$ cat src/rtl/ogsf_pkg.sv
`timescale 1ns / 1ps
// ----------------------------------------------------------------------------
// ogsf_pkg
// Shared constants and types for the occupancy grid shape fill block.
// ----------------------------------------------------------------------------
package ogsf_pkg;

    localparam int MAX_COLUMNS = 512;
    localparam int MAX_ROWS    = 256;

    localparam logic [9:0] GRID_WIDTH_RESET  = 10'd300;
    localparam logic [8:0] GRID_HEIGHT_RESET = 9'd200;

    localparam logic [1:0] KIND_POINT = 2'd0;
    localparam logic [1:0] KIND_RECT  = 2'd1;
    localparam logic [1:0] KIND_CIRC  = 2'd2;
    localparam logic [1:0] KIND_READ  = 2'd3;

    localparam logic [0:0] REG_WIDTH  = 1'd0;
    localparam logic [0:0] REG_HEIGHT = 1'd1;

    // square root request and answer between top level and root unit
    typedef struct packed {
        logic        start;
        logic [23:0] value;
    } t_sqrt_req;

    typedef struct packed {
        logic        done;
        logic [11:0] root;
    } t_sqrt_rsp;

endpackage

$ cat src/rtl/ogsf_sqrt.sv
`timescale 1ns / 1ps
// ----------------------------------------------------------------------------
// ogsf_sqrt
// Rounded integer square root, one result bit resolved per cycle.
// ----------------------------------------------------------------------------
module ogsf_sqrt (
    input  logic                i_clk,
    input  logic                i_rst_n,
    input  ogsf_pkg::t_sqrt_req i_req,
    output ogsf_pkg::t_sqrt_rsp o_rsp
);

    logic [25:0] r_rem, n_rem;
    logic [23:0] r_val;
    logic [24:0] r_res, n_res;
    logic [24:0] r_bit, n_bit;
    logic        r_busy;
    logic        r_done;
    logic [24:0] w_round;
    logic [25:0] w_sum;
    logic [11:0] r_root_q;

    // one digit of the restoring root recurrence
    always_comb begin
        w_sum = {1'b0, r_res} + {1'b0, r_bit};
        if (r_rem >= w_sum) begin
            n_rem = r_rem - w_sum;
            n_res = (r_res >> 1) + r_bit;
        end else begin
            n_rem = r_rem;
            n_res = r_res >> 1;
        end
        n_bit = r_bit >> 2;
    end

    // round up when n exceeds s*s+s, i.e. remainder exceeds s
    assign w_round = (r_rem > {1'b0, r_res}) ? r_res + 25'd1 : r_res;

    always_ff @(posedge i_clk) begin
        if (!i_rst_n) begin
            r_busy <= 1'b0;
            r_done <= 1'b0;
        end else begin
            r_done <= 1'b0;
            if (i_req.start) begin
                r_busy <= 1'b1;
                r_rem  <= {2'd0, i_req.value};
                r_val  <= i_req.value;
                r_res  <= 25'd0;
                r_bit  <= 25'h0400000;
            end else if (r_busy) begin
                if (r_bit == 25'd0) begin
                    r_busy <= 1'b0;
                    r_done <= 1'b1;
                end else begin
                    r_rem <= n_rem;
                    r_res <= n_res;
                    r_bit <= n_bit;
                end
            end
        end
    end

    assign o_rsp.done = r_done;
    assign o_rsp.root = (r_val == 24'd0) ? 12'd0 : r_root_q;

    always_ff @(posedge i_clk) begin
        r_root_q <= w_round[11:0];
    end

endmodule

$ cat config.mk
export PLATFORM = sky130hd
export DESIGN_NAME = ogsf_sqrt
export DESIGN_NICKNAME = d
export VERILOG_FILES = /design/src/rtl/ogsf_pkg.sv /design/src/rtl/ogsf_sqrt.sv
export SDC_FILE = /design/constraint.sdc
export NUM_CORES = 1
export LEC_CHECK = 0
export BUFFER_PORTS_ARGS = -buffer_cell sky130_fd_sc_hd__buf_2
export CAP_MARGIN = 0
export CORE_MARGIN = 5
export CORE_UTILIZATION = 39
export DETAILED_ROUTE_END_ITERATION = 8
export PLACE_DENSITY = 0.56
export RECOVER_POWER = 100
export SYNTH_ARGS = -nofsm -noshare
export SYNTH_HDL_FRONTEND = slang
export SYNTH_SLANG_ARGS = --single-unit
$ cat constraint.sdc
create_clock -name i_clk -period 8.7 [get_ports i_clk]
set_input_delay 0.87 -clock i_clk [delete_from_list [all_inputs] [get_ports i_clk]]
set_output_delay 0.87 -clock i_clk [all_outputs]
set_load 0.03 [all_outputs]
==> impl_metrics.csv, run 1 <==
group,metric,value,unit
critical_path,crit_type,"register to register",
clocking,postCtsSetupRepairBufs,0,
critical_path,cp_max_fo,43,
routing,wire_per_inst,17.87,um
critical_path,critical_path_arrival,6.37,ns
timing,drv_slew,178,
floorplan,fp.dieW,150.1,um
power_and_ir_drop,power.leakage,3.158,nW
timing,fmax,0.1593,GHz
critical_path,worstSetupStartpointType,"register",
floorplan,start_util,0.3943,
hold_path,hold_class,"register to register",
timing,finClkSkew,0.01067,ns
clocking,clk_pin_slew,0.07,ns
finish,fin_nets,927,
logic_synthesis,synth_top_area_share,0.3415,
grt,grt_pass1_vias,5807,
timing,worst_slew_pin_slew,2.266,ns
finish,fill_cells,1996,
grt,grtUsageMet3,0.02907,
logic_synthesis,synth_cell_types,69,
grt,overflow,0,
timing,fin_crit_sh,0.7215,
power_and_ir_drop,power_density,279.2,mW/mm^2
logic_synthesis,synth_fp_nets,906,
critical_path,cp.required,8.80,ns
finish,final_util,0.4265,
timing,hold_viol,0,
finish,drive_above_1_share,0.05448,
floorplan,die-area,0.02252,mm^2
routing,vias_per_cell,5.607,
hold_path,hold_depth,2,
clocking,cts_tree,"done",
logic_synthesis,synthDominantAreaCellType,"edfxtp_1",
clocking,cts_resized,0,
timing,tns,0,ns
power_and_ir_drop,vdd_drop_max,0.1600,mV
logic_synthesis,netlist_area,0.007650,mm^2
finish,area_delta_synth_final,8.145,%
placement,gp_congestion,0.8884,
logic_synthesis,yosys.cell_count.top_type,"edfxtp_1",
logic_synthesis,synth_edf_count,87,
floorplan,rows,51,
logic_synthesis,yosysSeqAreaShare,0.3781,
clocking,cts_buffer_depth,2,
logic_synthesis,yosys-top-cells-area,"edfxtp_1, ha_1, xnor2_1, dfxtp_1, o21ai_0",
routing,drt_iter0_drc,371,
run_status,status,"complete, but fails checks",
logic_synthesis,synth-async-reset-ratio,0,
logic_synthesis,ys_top_cells_by_count,"edfxtp_1, ha_1, nand2_1",
clocking,tritoncts.num_buffers,9,
clocking,cts-htree-levels,3,
placement,post-dp-hpwl,14760,um
placement,port_buffers,39,
routing,drc,0,
finish,antenna_cells,0,
floorplan,coreArea,0.01940,mm^2
clocking,clock_sinks,101,
critical_path,crit_path_end_kind,"register",
clocking,clk_latency,0.35,ns
floorplan,die_y,150.1,um
logic_synthesis,yosysWarnings,0,
grt,grt_use_met1,0.2314,
logic_synthesis,synth_seq_cells,101,
routing,dr.pass1.iters,5,
grt,grt_util_all_layers,0.1739,
grt,grt_max_degree,50,
routing,wirelength,19490,um
logic_synthesis,syn_inst,800,
run_status,failed_checks,"max-capacitance violations, max-slew violations",
routing,dr_total_vias,6117,
logic_synthesis,syn_avg_cell_area,9.562,um^2
clocking,clock-root-buffer,"clkbuf_16",
floorplan,ioPinCount,40,
run,drv_cap,4,
clocking,postCtsHoldBufs,0,
timing,finalSetupViolCount,0,
timing,rsz0062_at_grt,"no",
grt,use_met2,0.2931,
logic_synthesis,synth_flop_cell,"edfxtp_1",
timing,min_period,6.277,ns
critical_path,worst_r2r_path_depth,17,
grt,busiest_layer,"met2",
grt,antenna_found_initial,0,
routing,detail-route-antenna-nets,0,
timing,relSlewSlack,-0.5107,
grt,grt_pass1_wl,30700,um
-- final timing paths --
kind	startpoint	endpoint	slack [ns]
max reg2reg	r_res[2]	r_res[17]	2.42
min reg2reg	r_busy	r_done	0.46
max	r_res[2]	r_res[17]	2.42
min	r_busy	r_done	0.46
-- per-stage QoR --
| stage | std cells | hold WS [ns] | power, W | instance area [um^2] | worst slack (ns) |
|---|---|---|---|---|---|
| floorplan | 800 | 0.4281 | 0.001649 | 7650 | 2.676 |
| global placement | 1075 | 0.4498 | 0.001898 | 8038 | 3.625 |
| detailed placement | 1075 | 0.4563 | 0.001901 | 8038 | 3.552 |
| CTS | 1091 | 0.4663 | 0.002327 | 8337 | 3.513 |
| global route | 1091 | 0.4988 | 0.002479 | 8273 | 1.857 |
| finish | 1091 | 0.4637 | 0.002310 | 8273 | 2.423 |
-- placed cells by master (no fill, tap or decap), drive strengths merged, types with 23 or more instances in the layout --
cell type   n
o21ai      46
inv        40
nor2       58
ha         78
edfxtp     87
a21o       25
a211oi     23
a21oi      45
nor2b      27
xnor2      38
clkbuf     44
nand2      61
-- state kept, by name, summed over array words and instances (netlist names) --
signal,cells
r_rem,26
r_root_q,12
r_bit,12
r_busy,1
r_val,24
r_done,1
r_res,25
-- power by group --
part	internal (W)	leakage (nW)	switching, W	total [W]
logic	0.000468	2.06	0.000705	0.00117
registers	0.000644	0.958	0.0000787	0.000723
clock network	0.000224	0.136	0.000191	0.000415
-- final cells by class --
class | instances | area [um^2] | share of cell area
tap | 265 | 331.6 | 0.04008
multi-input combinational | 625 | 4420 | 0.5343
sequential | 101 | 2893 | 0.3497
clock inverter | 7 | 73.82 | 0.008923
inverter | 40 | 150.1 | 0.01815
timing repair buffer | 44 | 178.9 | 0.02163
clock buffer | 9 | 225.2 | 0.02722
-- cells by family (layout without fill, tap and decap cells) --
family          after synthesis  after routing  synth area share
simple gates                262            262            0.1724
compound gates              217            217            0.1963
flops                       101            101            0.3781
fa+ha+maj                    79             79            0.1302
buf+inv                      74            100           0.04318
xor+xnor                     56             56           0.06412
mux                          11             11           0.01570
-- critical path: stages, from the launching register on --
cell and delay (ns):
edfxtp_1 0.53, ha_1 0.40, a31oi_1 0.38, a211oi_1 0.17
a211oi_1 0.36, o21ba_1 0.25, o21ai_0 0.16, a31o_2 0.30
xnor2_1 0.13, ha_1 0.38, a41o_1 0.28, a21o_1 0.16
a21oi_1 0.20, nand3b_1 0.15, o31ai_4 0.17, clkbuf_1 1.48
a21oi_1 0.11, mux2_1 0.39
-- routing by layer --
layer,part of all wire,up-vias
li1,-,3036
met2,0.47,126
met4,0.016,0
met1,0.47,2932
met3,0.040,23
met5,0,-
Power figures use the tool's default switching activity.
==> inputs of run 2 (changes only) <==
- PLACE_DENSITY: 0.56 -> 0.58
- clock period: 8.7 -> 5.5 ns (I/O delays scaled with it)
==> impl_metrics.csv, run 2 (synthesis gave the netlist of run 1 again) <==
group,metric,value,unit
routing,dr.pass1.iters,5,
finish,regMostFlops,"r_rem",
grt,grt_util_all_layers,0.1757,
grt,use_met2,0.2978,
grt,grtUsageMet3,0.02847,
run,drv_cap,3,
critical_path,crit_path_end_kind,"register",
power_and_ir_drop,pwr-share-comb,0.503,
grt,grt_use_met1,0.2299,
finish,fin_nets,929,
routing,detail-route-antenna-nets,0,
floorplan,rows,51,
placement,dpl-instance-area,0.008078,mm^2
critical_path,cp.required,5.60,ns
timing,relSlewSlack,-0.4226,
clocking,cts_tree,"done",
clocking,postCtsHoldBufs,0,
finish,fill_cells,1954,
clocking,cts-htree-levels,3,
grt,overflow,0,
clocking,cts_buffer_depth,2,
power_and_ir_drop,power.leakage,3.229,nW
clocking,clock_sinks,101,
finish,final_util,0.4312,
grt,busiest_layer,"met2",
finish,layout_commonest_cell,"edfxtp_1",
timing,fin_crit_sh,0.9059,
power_and_ir_drop,p_int,0.002199,W
timing,rsz0062_at_grt,"no",
timing,tns,0,ns
finish,reg_top3,"r_rem: 26 flops, r_res: 25 flops, r_val: 24 flops",
critical_path,critical_path_arrival,5.08,ns
floorplan,fp.dieW,150.1,um
floorplan,die-area,0.02252,mm^2
clocking,clk_latency,0.36,ns
clocking,postCtsSetupRepairBufs,0,
run_status,status,"complete, but fails checks",
routing,wire_per_inst,17.66,um
critical_path,cp_max_fo,43,
run_status,failed_checks,"max-capacitance violations, max-slew violations",
routing,drt_iter0_drc,390,
clocking,tritoncts.num_buffers,9,
timing,fmax,0.2007,GHz
power_and_ir_drop,power_frac_seq,0.304,
grt,antenna_found_initial,0,
timing,worst_slew_pin_slew,2.134,ns
clocking,cts_resized,0,
floorplan,die_y,150.1,um
critical_path,crit_type,"register to register",
floorplan,start_util,0.3943,
routing,drc,0,
floorplan,ioPinCount,40,
power_and_ir_drop,p_clk_frac,0.193,
placement,gp_congestion,0.8937,
finish,final_cell_mix,"edfxtp_1, ha_1, nand2_1",
finish,final-instance-count-excl-fill,1093,
power_and_ir_drop,power_density,446.9,mW/mm^2
clocking,clock-root-buffer,"clkbuf_16",
finish,drive_above_1_share,0.06522,
clocking,clk_pin_slew,0.07,ns
power_and_ir_drop,p_sw,0.001539,W
critical_path,worstSetupStartpointType,"register",
timing,finClkSkew,0.008909,ns
timing,finalSetupViolCount,0,
finish,final_area,0.008366,mm^2
finish,largest_reg_flops,26,
grt,grt_pass1_wl,31090,um
placement,port_buffers,39,
routing,wirelength,19300,um
power_and_ir_drop,vdd_drop_max,0.1862,mV
grt,grt_max_degree,50,
placement,place_inst,1077,
hold_path,hold_class,"input port to register",
power_and_ir_drop,p_sw_frac,0.4118,
finish,area_delta_synth_final,9.356,%
timing,fin_hold_ws,0.3821,ns
routing,dr_total_vias,6101,
grt,grt_pass1_vias,5934,
timing,hold_viol,0,
finish,antenna_cells,0,
placement,post-dp-hpwl,14630,um
timing,min_period,4.983,ns
timing,drv_slew,134,
routing,vias_per_cell,5.582,
floorplan,coreArea,0.01940,mm^2
==> run 2: cell types whose count changed in the layout (fill, tap and decap cells not counted), moves of 2 or more <==
cell	change
clkbuf_1	-6
buf_2	+5
clkbuf_16	+4
clkinvlp_4	-3
buf_12	+2
buf_4	+2
==> run 2: path summary, 6_finish.rpt <==
check	from	end	slack [ns]	depth (start not counted)
max reg2reg	r_res[2]	r_res[17]	0.52	17
max	r_res[2]	r_res[17]	0.52	17
min	i_req[23]	r_val[23]	0.38	1
min reg2reg	r_busy	r_done	0.50	2
==> run 2: layout make-up <==
cell class	count	area (um^2)	area share
flip-flops and latches	101	2893	0.3458
inverters	40	150.1	0.01795
well taps	265	331.6	0.03964
clock inverters	2	13.76	0.001645
repair buffers	46	232.7	0.02782
clock buffers	14	329.1	0.03934
multi-input cells	625	4415	0.5278
==> run 2: metal layers <==
metal,routed length [um],up-vias
li1,-,3049
met1,9117,2913
met2,9110,108
met3,654,31
met4,414,0
met5,0,-
==> run 2: through the flow <==
stage               setup WS, ns  total power [W]
detailed placement        0.5736         0.003031
finish                    0.5174         0.003738
floorplan                 0.1678         0.002608
CTS                       0.5448         0.003765
global route             0.03825         0.004016
global placement          0.6589         0.003020
==> run 2: worst max-delay path: stages, from the launching register on <==
cell and delay [ns]:
edfxtp_1 0.53, ha_1 0.39, a31oi_1 0.40, a211oi_1 0.19, a211oi_1 0.34, o21ba_1 0.28, o21ai_0 0.16, a31o_2 0.29
xnor2_1 0.12, ha_1 0.38, a41o_1 0.27, a21o_1 0.15, a21oi_1 0.20, nand3b_1 0.15, o31ai_4 0.22, buf_12 0.25
a21oi_1 0.07, mux2_1 0.32
==> run 2: power by group through the flow <==
| stage | sequential (W) | combinational (W) | clock [W] |
|---|---|---|---|
| after floorplan | 0.00109 | 0.00151 | 0 |
| after global placement | 0.00115 | 0.00187 | 0 |
| after detailed placement | 0.00115 | 0.00188 | 0 |
| after CTS | 0.00114 | 0.00190 | 0.000733 |
| after global routing | 0.00115 | 0.00210 | 0.000760 |
| final | 0.00114 | 0.00188 | 0.000722 |
